[config.mk]
export PLATFORM = sky130hd
export DESIGN_NAME = lcd_two_line_char_writer
export DESIGN_NICKNAME = d
export VERILOG_FILES = /design/src/rtl/lcd2_pkg.sv /design/src/rtl/lcd2_cfg.sv /design/src/rtl/lcd2_seq.sv /design/src/rtl/lcd2_obuf.sv /design/src/rtl/lcd_two_line_char_writer.sv
export SDC_FILE = /design/constraint.sdc
export NUM_CORES = 1
export LEC_CHECK = 0
export BUFFER_PORTS_ARGS = -buffer_cell sky130_fd_sc_hd__buf_2
export CAP_MARGIN = 30
export CORE_ASPECT_RATIO = 0.7
export CORE_MARGIN = 2
export CORE_UTILIZATION = 55
export CTS_BUF_LIST = sky130_fd_sc_hd__clkbuf_8
export CTS_CLUSTER_DIAMETER = 60
export CTS_CLUSTER_SIZE = 28
export DETAILED_ROUTE_END_ITERATION = 7
export MAX_ROUTING_LAYER = met4
export PLACE_DENSITY_LB_ADDON = 0.08
export REMOVE_ABC_BUFFERS = 1
export SYNTH_ARGS = -nofsm -noshare
export SYNTH_HDL_FRONTEND = slang
export SYNTH_SLANG_ARGS = --single-unit
export TNS_END_PERCENT = 1
[constraint.sdc]
create_clock -name clk -period 7.89 [get_ports clk]
set_input_delay 0.3945 -clock clk [delete_from_list [all_inputs] [get_ports clk]]
set_output_delay 0.3945 -clock clk [all_outputs]
set_load 0.05 [all_outputs]
[src/rtl/lcd2_pkg.sv]
// shared types, constants and register indexes for the two-line lcd character writer
// no dependencies
package lcd2_pkg;

    localparam int LINE_CHARS = 16;
    localparam int MAX_CHARS  = 32;
    localparam int MAX_XFERS  = 4;
    localparam int CHAR_IDX_W = $clog2(MAX_CHARS + 1);
    localparam int XFER_CNT_W = $clog2(MAX_XFERS + 1);
    localparam int XFER_POS_W = $clog2(MAX_XFERS);
    localparam int ADDR_W     = 7;
    localparam int CFG_IDX_W  = 2;
    localparam int CFG_DATA_W = 16;

    localparam logic [7:0]        NL_CODE      = 8'h0A;
    localparam logic [ADDR_W-1:0] LINE2_ADDR   = 7'h40;
    localparam logic [7:0]        SET_ADDR_CMD = 8'h80;
    localparam logic [7:0]        CLEAR_CMD    = 8'h01;
    localparam logic [7:0]        NIBBLE_MASK  = 8'hF0;
    localparam logic [15:0]       NIBBLE_WAIT  = 16'd1;

    localparam logic [15:0] GENERAL_WAIT_RESET = 16'd100;
    localparam logic [15:0] CLEAR_WAIT_RESET   = 16'd2000;

    localparam logic [CFG_IDX_W-1:0] CFG_EIGHT_BIT_BUS   = 2'd0;
    localparam logic [CFG_IDX_W-1:0] CFG_GENERAL_WAIT_US = 2'd1;
    localparam logic [CFG_IDX_W-1:0] CFG_CLEAR_WAIT_US   = 2'd2;

    localparam logic MODE_BEGIN = 1'b0;
    localparam logic RS_INSTR   = 1'b0;
    localparam logic RS_DATA    = 1'b1;

    typedef struct packed {
        logic       mode;
        logic [7:0] char_code;
    } in_item_t;

    typedef struct packed {
        logic        reg_select;
        logic [7:0]  bus_value;
        logic [15:0] wait_us;
        logic        last;
    } out_item_t;

    typedef struct packed {
        logic        eight_bit_bus;
        logic [15:0] general_wait_us;
        logic [15:0] clear_wait_us;
    } cfg_t;

    typedef struct packed {
        logic [XFER_CNT_W-1:0]          count;
        out_item_t [MAX_XFERS-1:0]      xfers;
    } xfer_set_t;

endpackage

[src/rtl/lcd2_cfg.sv]
// configuration registers of the lcd character writer
// depends on lcd2_pkg
module lcd2_cfg (
    input  logic                           clk,
    input  logic                           rst_n,
    input  logic                           cfg_we,
    input  logic [lcd2_pkg::CFG_IDX_W-1:0]  cfg_index,
    input  logic [lcd2_pkg::CFG_DATA_W-1:0] cfg_data,
    output lcd2_pkg::cfg_t                 cfg
);
    import lcd2_pkg::*;

    cfg_t cfg_reg;

    always_ff @(posedge clk or negedge rst_n)
    begin
        if (!rst_n)
        begin
            cfg_reg.eight_bit_bus   <= 1'b0;
            cfg_reg.general_wait_us <= GENERAL_WAIT_RESET;
            cfg_reg.clear_wait_us   <= CLEAR_WAIT_RESET;
        end
        else if (cfg_we)
        begin
            unique case (cfg_index)
                CFG_EIGHT_BIT_BUS:   cfg_reg.eight_bit_bus   <= cfg_data[0];
                CFG_GENERAL_WAIT_US: cfg_reg.general_wait_us <= cfg_data;
                CFG_CLEAR_WAIT_US:   cfg_reg.clear_wait_us   <= cfg_data;
                default: ;
            endcase
        end
    end

    assign cfg = cfg_reg;

endmodule

[src/rtl/lcd2_seq.sv]
// position state and transfer list generation for one item
// depends on lcd2_pkg
module lcd2_seq (
    input  logic                clk,
    input  logic                rst_n,
    input  logic                load,
    input  lcd2_pkg::in_item_t  item,
    input  lcd2_pkg::cfg_t      cfg,
    output lcd2_pkg::xfer_set_t xfer_set
);
    import lcd2_pkg::*;

    logic [CHAR_IDX_W-1:0] char_index_reg, char_index_next;
    logic [ADDR_W-1:0]     ddram_address_reg, ddram_address_next;
    logic                  stopped_reg, stopped_next;

    logic [1:0]      nbytes;
    logic [7:0]      byte_val [2];
    logic            byte_rs  [2];
    logic [15:0]     byte_wait [2];
    logic            is_nl;
    logic            line1;
    logic            wrap;
    logic [ADDR_W-1:0] addr_use;

    assign is_nl = (item.char_code == NL_CODE);
    assign line1 = (char_index_reg < CHAR_IDX_W'(LINE_CHARS));
    assign wrap  = (char_index_reg == CHAR_IDX_W'(LINE_CHARS))
                   && (ddram_address_reg < LINE2_ADDR);
    assign addr_use = wrap ? LINE2_ADDR : ddram_address_reg;

    // byte level decisions
    always_comb
    begin
        char_index_next    = char_index_reg;
        ddram_address_next = ddram_address_reg;
        stopped_next       = stopped_reg;
        nbytes             = 2'd0;
        byte_val[0]  = CLEAR_CMD;
        byte_rs[0]   = RS_INSTR;
        byte_wait[0] = cfg.clear_wait_us;
        byte_val[1]  = item.char_code;
        byte_rs[1]   = RS_DATA;
        byte_wait[1] = cfg.general_wait_us;
        if (item.mode == MODE_BEGIN)
        begin
            char_index_next    = '0;
            ddram_address_next = '0;
            stopped_next       = 1'b0;
            nbytes             = 2'd1;
        end
        else if (stopped_reg || (char_index_reg >= CHAR_IDX_W'(MAX_CHARS)))
        begin
            nbytes = 2'd0;
        end
        else if (is_nl && line1)
        begin
            ddram_address_next = LINE2_ADDR;
            char_index_next    = char_index_reg + 1'b1;
        end
        else if (!wrap && is_nl)
        begin
            stopped_next = 1'b1;
        end
        else
        begin
            nbytes             = 2'd2;
            byte_val[0]        = SET_ADDR_CMD | {1'b0, addr_use};
            byte_wait[0]       = cfg.general_wait_us;
            ddram_address_next = addr_use + 1'b1;
            char_index_next    = char_index_reg + 1'b1;
        end
    end

    // bytes to bus transfers
    always_comb
    begin
        xfer_set.xfers = '0;
        if (cfg.eight_bit_bus)
        begin
            xfer_set.count = XFER_CNT_W'(nbytes);
            for (int k = 0; k < 2; k++)
            begin
                xfer_set.xfers[k].reg_select = byte_rs[k];
                xfer_set.xfers[k].bus_value  = byte_val[k];
                xfer_set.xfers[k].wait_us    = byte_wait[k];
                xfer_set.xfers[k].last       = (2'(k + 1) == nbytes);
            end
        end
        else
        begin
            xfer_set.count = XFER_CNT_W'({nbytes, 1'b0});
            for (int k = 0; k < 2; k++)
            begin
                xfer_set.xfers[2*k].reg_select   = byte_rs[k];
                xfer_set.xfers[2*k].bus_value    = byte_val[k] & NIBBLE_MASK;
                xfer_set.xfers[2*k].wait_us      = NIBBLE_WAIT;
                xfer_set.xfers[2*k].last         = 1'b0;
                xfer_set.xfers[2*k+1].reg_select = byte_rs[k];
                xfer_set.xfers[2*k+1].bus_value  = {byte_val[k][3:0], 4'b0000};
                xfer_set.xfers[2*k+1].wait_us    = byte_wait[k];
                xfer_set.xfers[2*k+1].last       = (2'(k + 1) == nbytes);
            end
        end
    end

    always_ff @(posedge clk or negedge rst_n)
    begin
        if (!rst_n)
        begin
            char_index_reg    <= '0;
            ddram_address_reg <= '0;
            stopped_reg       <= 1'b0;
        end
        else if (load)
        begin
            char_index_reg    <= char_index_next;
            ddram_address_reg <= ddram_address_next;
            stopped_reg       <= stopped_next;
        end
    end

endmodule

[src/rtl/lcd2_obuf.sv]
// result buffer holding the transfers of one item, sent one per cycle while xfer_stall is low
// depends on lcd2_pkg
module lcd2_obuf (
    input  logic                clk,
    input  logic                rst_n,
    input  logic                load,
    input  lcd2_pkg::xfer_set_t xfer_set,
    output logic                free,
    output logic                xfer_valid,
    input  logic                xfer_stall,
    output lcd2_pkg::out_item_t xfer
);
    import lcd2_pkg::*;

    out_item_t [MAX_XFERS-1:0] xfers_reg;
    logic [XFER_CNT_W-1:0]     remain_reg;
    logic [XFER_POS_W-1:0]     pos_reg;
    logic                      take;

    assign xfer_valid = (remain_reg != '0);
    assign take       = xfer_valid && !xfer_stall;
    assign free       = (remain_reg == '0) || (take && (remain_reg == XFER_CNT_W'(1)));
    assign xfer       = xfers_reg[pos_reg];

    always_ff @(posedge clk)
    begin
        if (load)
        begin
            xfers_reg <= xfer_set.xfers;
        end
    end

    always_ff @(posedge clk or negedge rst_n)
    begin
        if (!rst_n)
        begin
            remain_reg <= '0;
            pos_reg    <= '0;
        end
        else if (load)
        begin
            remain_reg <= xfer_set.count;
            pos_reg    <= '0;
        end
        else if (take)
        begin
            remain_reg <= remain_reg - 1'b1;
            pos_reg    <= pos_reg + 1'b1;
        end
    end

endmodule

[src/rtl/lcd_two_line_char_writer.sv]
// Two-line, 16-column character LCD writer: each item is registered, turned into
// up to four bus transfers in one pass and then sent one transfer per cycle, while
// xfer_stall is low, from the result buffer. One item can wait in the input register
// while the buffer drains. An item yields 1 transfer for begin in 8-bit mode, 2 for a
// character in 8-bit mode or begin in 4-bit mode and 4 for a character in 4-bit mode;
// items that cause no transfer are still registered and loaded.
// depends on lcd2_pkg, lcd2_cfg, lcd2_seq, lcd2_obuf
module lcd_two_line_char_writer (
    input  logic                            clk,
    input  logic                            rst_n,
    input  logic                            item_valid,
    output logic                            item_stall,
    input  lcd2_pkg::in_item_t              item,
    output logic                            xfer_valid,
    input  logic                            xfer_stall,
    output lcd2_pkg::out_item_t             xfer,
    input  logic                            cfg_we,
    input  logic [lcd2_pkg::CFG_IDX_W-1:0]  cfg_index,
    input  logic [lcd2_pkg::CFG_DATA_W-1:0] cfg_data
);
    import lcd2_pkg::*;

    in_item_t  item_reg;
    logic      item_valid_reg;
    logic      free;
    logic      load;
    cfg_t      cfg;
    xfer_set_t xfer_set;

    assign load       = item_valid_reg && free;
    assign item_stall = item_valid_reg && !free;

    always_ff @(posedge clk)
    begin
        if (item_valid && !item_stall)
        begin
            item_reg <= item;
        end
    end

    always_ff @(posedge clk or negedge rst_n)
    begin
        if (!rst_n)
        begin
            item_valid_reg <= 1'b0;
        end
        else if (item_valid && !item_stall)
        begin
            item_valid_reg <= 1'b1;
        end
        else if (load)
        begin
            item_valid_reg <= 1'b0;
        end
    end

    lcd2_cfg u_cfg (
        .clk       (clk),
        .rst_n     (rst_n),
        .cfg_we    (cfg_we),
        .cfg_index (cfg_index),
        .cfg_data  (cfg_data),
        .cfg       (cfg)
    );

    lcd2_seq u_seq (
        .clk      (clk),
        .rst_n    (rst_n),
        .load     (load),
        .item     (item_reg),
        .cfg      (cfg),
        .xfer_set (xfer_set)
    );

    lcd2_obuf u_obuf (
        .clk        (clk),
        .rst_n      (rst_n),
        .load       (load),
        .xfer_set   (xfer_set),
        .free       (free),
        .xfer_valid (xfer_valid),
        .xfer_stall (xfer_stall),
        .xfer       (xfer)
    );

endmodule
==> results of run 1 <==
==> layout by cell type, fill, tap and decap left out, drive strengths merged, types with 2 or more instances in the layout <==
cell,n
clkbuf,19
mux2,68
buf,69
nor3,5
nor4,3
mux4,5
nor2,17
xnor2,3
nand2b,3
a2bb2oi,2
dfrtp,44
a22o,16
nand4,4
inv,19
mux2i,6
nor3b,2
a31oi,4
and3,6
dfstp,9
nand3b,2
ha,6
nand2,52
nand3,9
nor2b,27
bufinv,3
o21ai,14
o311ai,2
clkinv,5
o31ai,2
and2,6
edfxtp,86
a21oi,21
==> worst max-delay path, delay by kind of cell (launching register included) <==
family	cells	cell delay (ps)
buf+inv	2	700
simple gates	3	1360
flops	1	430
compound gates	1	160
mux	1	410
==> stage by stage <==
stage | instance area, um2 | std cells
2_1_floorplan | 6280 | 455
3_3_place_gp | 6830 | 675
3_5_place_dp | 6830 | 675
4_1_cts | 7230 | 707
5_1_grt | 7270 | 709
6_report | 7270 | 709
==> power groups by stage <==
stage	combinational [uW]	clock, uW	sequential, uW
floorplan	884	0	1200
global placement	1180	0	1190
detailed placement	1200	0	1200
CTS	1200	585	1190
global route	1300	618	1210
finish	1210	578	1180
==> final timing paths <==
check                              start                   end  slack [ps]  cells after the start
setup reg to reg             item_reg[4]  u_obuf.xfers_reg[27]        4540                      7
min in group clk                 item[6]           item_reg[6]         140                      1
hold reg to reg            u_cfg.cfg[32]  u_obuf.xfers_reg[51]         490                      0
setup / recovery             item_reg[4]  u_obuf.xfers_reg[27]        4540                      7
max in group asynchronous          rst_n         u_cfg.cfg[24]        7320                      2
hold / removal                     rst_n        item_valid_reg          90                      2
==> layer usage <==
layer	wire [um]	up-vias	GRT usage, %
met5	0	-	-
met3	695	14	4.53
met4	154	0	7.26
li1	-	1891	-
met1	6280	2035	33.3
met2	5840	124	33.2
==> layout make-up <==
class	count	area, um2	share of cell area [%]
Sequential cell	139	3920	53.9
Inverter	15	57.6	0.791
Clock inverter	13	136	1.88
Multi-Input combinational cell	301	2310	31.7
Timing Repair Buffer	69	398	5.47
Tap cell	153	191	2.63
Clock buffer	19	262	3.60
==> cell families after synthesis <==
logic type | after synthesis
AOI/OAI and AO/OA | 72
xor gates and xnor gates | 4
adders and majority gates | 6
buffers and inverters | 40
DFF | 139
muxes | 79
and+or+nand+nor | 140
==> impl_metrics.tcl, run 1 <==
set metrics [dict create \
    worstSetupEndpointType "flop" \
    die_w_um 133 \
    ys_seq_area_share_pct 61.4 \
    hold_class "input port to asynchronous set/reset pin" \
    switchingPower_uw 1180 \
    crit_type "flop to flop" \
    synth_common_cells "86 x edfxtp_1, 58 x mux2_2, 52 x nand2_1" \
    fin_crit_ps 3350 \
    comb_power_share_pct 40.8 \
    p_per_area_nw_per_um2 409 \
    crit_fanout 26 \
    power_frac_seq_pct 39.8 \
    utilization_pct 65.1 \
    max_slew_margin_pct 31.3 \
    synth-compound-area-share_pct 7.66 \
    syn_area_um2 6390 \
    drc 0 \
    grt_start_max_net_pins 82 \
    synth_xor_area_share_pct 0.548 \
    insertedDiodeCount 0 \
    antenna_found_initial 0 \
    fmax_ghz 0.298 \
    yosys.area_share.adder_pct 1.18 \
    tns_ps 0 \
    worst_pin_slew_ps 1030 \
    skew_ps 14.2 \
    synth.most_common_cell "edfxtp_1" \
    pwr-share-clk_pct 19.4 \
    drtIter0Drc 300 \
    finalMaxSlewViolations 0 \
    ir_worst_vdd_mv 0.264 \
    coreArea_um2 11200 \
    cp.arrival_ps 3530 \
    yosys.area_share.simple_pct 11.5 \
    synth_cells 480 \
    setup_slack_ps 4540 \
    intPower_uw 1790 \
    grt_pass1_vias 4014 \
    startpoint_type "flop" \
    dp_slack_ps 4540 \
    numPortBuffers 59 \
    grt_usage_pct 23.1 \
    clock_latency_ps 430 \
    holdWs_ps 85.7 \
    ys_ff_latch 139 \
    grt_overflow 0 \
    syn_avg_cell_area_um2 13.3 \
    synth_top_area_share_pct 40.4 \
    synthTopCellsByArea "edfxtp_1 40%, dfrtp_1 17%, mux2_2 10%" \
    yosysTopAreaCell "edfxtp_1" \
    pin_count 60 \
    grt_pass1_wl_um 21100 \
    hold_buffers 0 \
    post_cts_resized 0 \
    drt-vias-per-instance 5.73 \
    ant_nets 0 \
    cp_slowest_cell "nor2_4" \
    synth-async-reset-ratio_pct 38.1 \
    final-hold-violation-count 0 \
    post_cts_buffers 0 \
    largest_register_ffs 77 \
    rows 32 \
    path_cells "nor4_2 > nand2_1 > o21ai_2 > buf_4 > clkinv_2 > nor2_4 > mux2_2" \
    drive_above_1_share_pct 33.8 \
    wl_per_cell_um 18.3 \
    first_pass_iters 5 \
    clk_path_buf_depth 2 \
    die_h_um 94.2 \
    numCtsBuffers 17 \
    ys_warn_count 0 \
    synth_top_family_by_area "multiplexers" \
    die_area_um2 12500 \
    p_leak_uw 0.00290 \
    fillCellCount 862 \
    syn2layout_area_growth_pct 13.8 \
    setup_viol 0 \
    start_util_pct 57.2 \
    period_share_pct 42.5 \
    synthFlopType "edfxtp_1" \
    cp.required_ps 8060 \
    gp_congestion 0.918 \
    muxShareOfSynthArea_pct 15.3 \
    rsz0062_at_grt "false" \
    dp_hpwl_um 8380 \
    drt_wl_total_um 13000 \
    max-cap-violations 0 \
    clk_pin_slew_ps 80 \
    finalPower_uw 2970 \
    nNetsFinal 581 \
    cts_tree "yes" \
    h-tree-depth 4 \
    p_sw_share_pct 39.7 \
    status "finished clean" \
    synth.distinct_cells 56 \
    cts_root_buf "clkbuf_8" \
    vias 4064 \
    synth-edff-count 86 \
    max_stage_delay_ps 650 \
    clkSinkCount 139 \
]
(Power assumes the default switching activity.)
==> run 2, diff against run 1 <==
==> constraint.sdc (replaced) <==
create_clock -name clk -period 2.8 [get_ports clk]
set_input_delay 0.14 -clock clk [delete_from_list [all_inputs] [get_ports clk]]
set_output_delay 0.14 -clock clk [all_outputs]
set_load 0.05 [all_outputs]
==> run 2 against run 1 <==
Compared with the run above:
- sequential cell count stayed put
- sequential share of layout area is 3.0 points lower
- die area stayed put
- non-clock buffer count is 39 higher
- register-to-register slack worse by 4400 ps
- critical endpoint is now u_seq.ddram_address_reg[6]
- largest cell class unchanged
==> impl_metrics.tcl, run 2 (synthesis results as in run 1) <==
set metrics [dict create \
    status "finished clean" \
    setup_slack_ps 156 \
    crit_fanout 5 \
    layout_commonest_cell "edfxtp_1" \
    final_cell_mix "86 x edfxtp_1, 59 x buf_2, 58 x mux2_2" \
    multiInputGateArea_um2 2310 \
    ir_worst_vdd_mv 0.703 \
    hold_class "input port to flop" \
    vias 4117 \
    start_util_pct 57.2 \
    grt_start_max_net_pins 39 \
    finalMaxSlewViolations 0 \
    syn2layout_area_growth_pct 20.4 \
    grt_usage_pct 23.3 \
    final-hold-violation-count 0 \
    grt_pass1_wl_um 21400 \
    dp_slack_ps 139 \
    antenna_found_initial 0 \
    drive_above_1_share_pct 34.1 \
    drc 0 \
    die_h_um 94.2 \
    hold_path_depth 4 \
    regToRegStartpoint "u_seq.char_index_reg[0]" \
    r2r-end "u_seq.ddram_address_reg[6]" \
    p_leak_uw 0.00308 \
    numPortBuffers 59 \
    cp.required_ps 3130 \
    final_cells 748 \
    cts_tree "yes" \
    cp_slowest_cell "or4b_4" \
    fillCellCount 803 \
    gp_congestion 0.828 \
    wl_per_cell_um 17.6 \
    dp_hpwl_um 8450 \
    fmax_ghz 0.378 \
    worstSetupEndpointType "flop" \
    rsz0062_at_grt "false" \
    worst_pin_slew_ps 859 \
    clk_path_buf_depth 2 \
    largest_register_ffs 77 \
    max-cap-violations 0 \
    grt_overflow 0 \
    p_per_area_nw_per_um2 1120 \
    max_stage_delay_ps 490 \
    grt_pass1_vias 4168 \
    first_pass_iters 4 \
    rows 32 \
    drtIter0Drc 199 \
    nNetsFinal 620 \
    holdWs_ps 24.0 \
    critPathLaunch "u_seq.char_index_reg[0]" \
    pin_count 60 \
    finalPower_uw 8630 \
    dp_cells 688 \
    h-tree-depth 4 \
    insertedDiodeCount 0 \
    die_w_um 133 \
    seq_area_um2 3920 \
    path_cells "inv_1 > ha_1 > or4b_4 > or3_4 > nand2_1 > inv_1 > ha_1 > and3_1 > nand4_1 > o21ai_0 > a311oi_1" \
    drt_wl_total_um 13100 \
    crit_type "flop to flop" \
    reg2regPathDepth 11 \
    period_share_pct 94.4 \
    endpoint "u_seq.ddram_address_reg[6]" \
    cts_root_buf "clkbuf_8" \
    coreArea_um2 11200 \
    cp.arrival_ps 2980 \
    max_slew_margin_pct 42.6 \
    r2r_slack_ps 160 \
    setup_viol 0 \
    drt-vias-per-instance 5.50 \
    clk_pin_slew_ps 70 \
    skew_ps 9.05 \
    die_area_um2 12500 \
    clkSinkCount 139 \
    startpoint_type "flop" \
    numCtsBuffers 17 \
    fin_crit_ps 2640 \
    ant_nets 0 \
    clock_latency_ps 430 \
]
==> run 2: changes by cell type in the layout (fill, tap and decap cells not counted), moves of 2 or more <==
cell and delta:
inv_1 -4, buf_12 +4, inv_6 +2, buf_4 +10, dlygate4sd3_1 +27, clkinv_1 +2
==> run 2: routing by layer <==
metal | track usage, % | wire length [um] | up-vias
met5 | - | 0 | -
met4 | 6.00 | 94 | 0
met3 | 4.75 | 592 | 11
li1 | - | - | 1966
met2 | 37.4 | 6240 | 107
met1 | 30.8 | 6210 | 2033
==> run 2: layout make-up <==
cell class / instances / area share, %
flip-flops and latches: 139 / 50.9
multi-input cells: 301 / 30.0
repair buffers: 108 / 10.1
clock buffers: 19 / 3.40
well taps: 153 / 2.49
clock inverters: 13 / 2.23
inverters: 15 / 0.748
==> run 2: timing repair <==
action | in CTS | in global routing
hold endpoints to repair | 58 | 0
hold buffers | 27 | 0
endpoints found under the setup margin | 0 | 1
gates resized for setup | 0 | 1
setup buffers | 0 | 1
==> run 2: power by group <==
part / internal (uW) / switching (uW) / leakage, uW
clock: 1010 / 754 / 0.000223
sequential: 3010 / 314 / 0.00144
combinational: 1230 / 2310 / 0.00141
==> run 2: worst min path at each step <==
stage	startpoint	slack, ps	endpoint
floorplan	rst_n	-160	item_valid_reg
global placement	rst_n	70	u_obuf.remain_reg[2]
detailed placement	rst_n	70	u_obuf.remain_reg[2]
CTS	cfg_index[0]	10	u_cfg.cfg[32]
global route	cfg_index[0]	60	u_cfg.cfg[32]
finish	cfg_index[1]	20	u_cfg.cfg[32]
==> run 2: stage by stage <==
step / util (%) / TNS [ps] / instance area, um2
6_report: 68.9 / 0 / 7690
5_1_grt: 68.9 / 0 / 7690
4_1_cts: 68.8 / 0 / 7680
3_5_place_dp: 62.5 / 0 / 6980
3_3_place_gp: 62.5 / 0 / 6980
2_1_floorplan: - / -122090 / 6280
==> run 2: critical path, delay by kind of cell (launching register included) <==
| family | cells | cell delay (ps) |
|---|---|---|
| buffers and inverters | 2 | 160 |
| adder cells (fa/ha/maj) | 2 | 370 |
| AND/OR/NAND/NOR | 5 | 1260 |
| AO/OA/AOI/OAI | 2 | 350 |
| flip-flops | 1 | 400 |
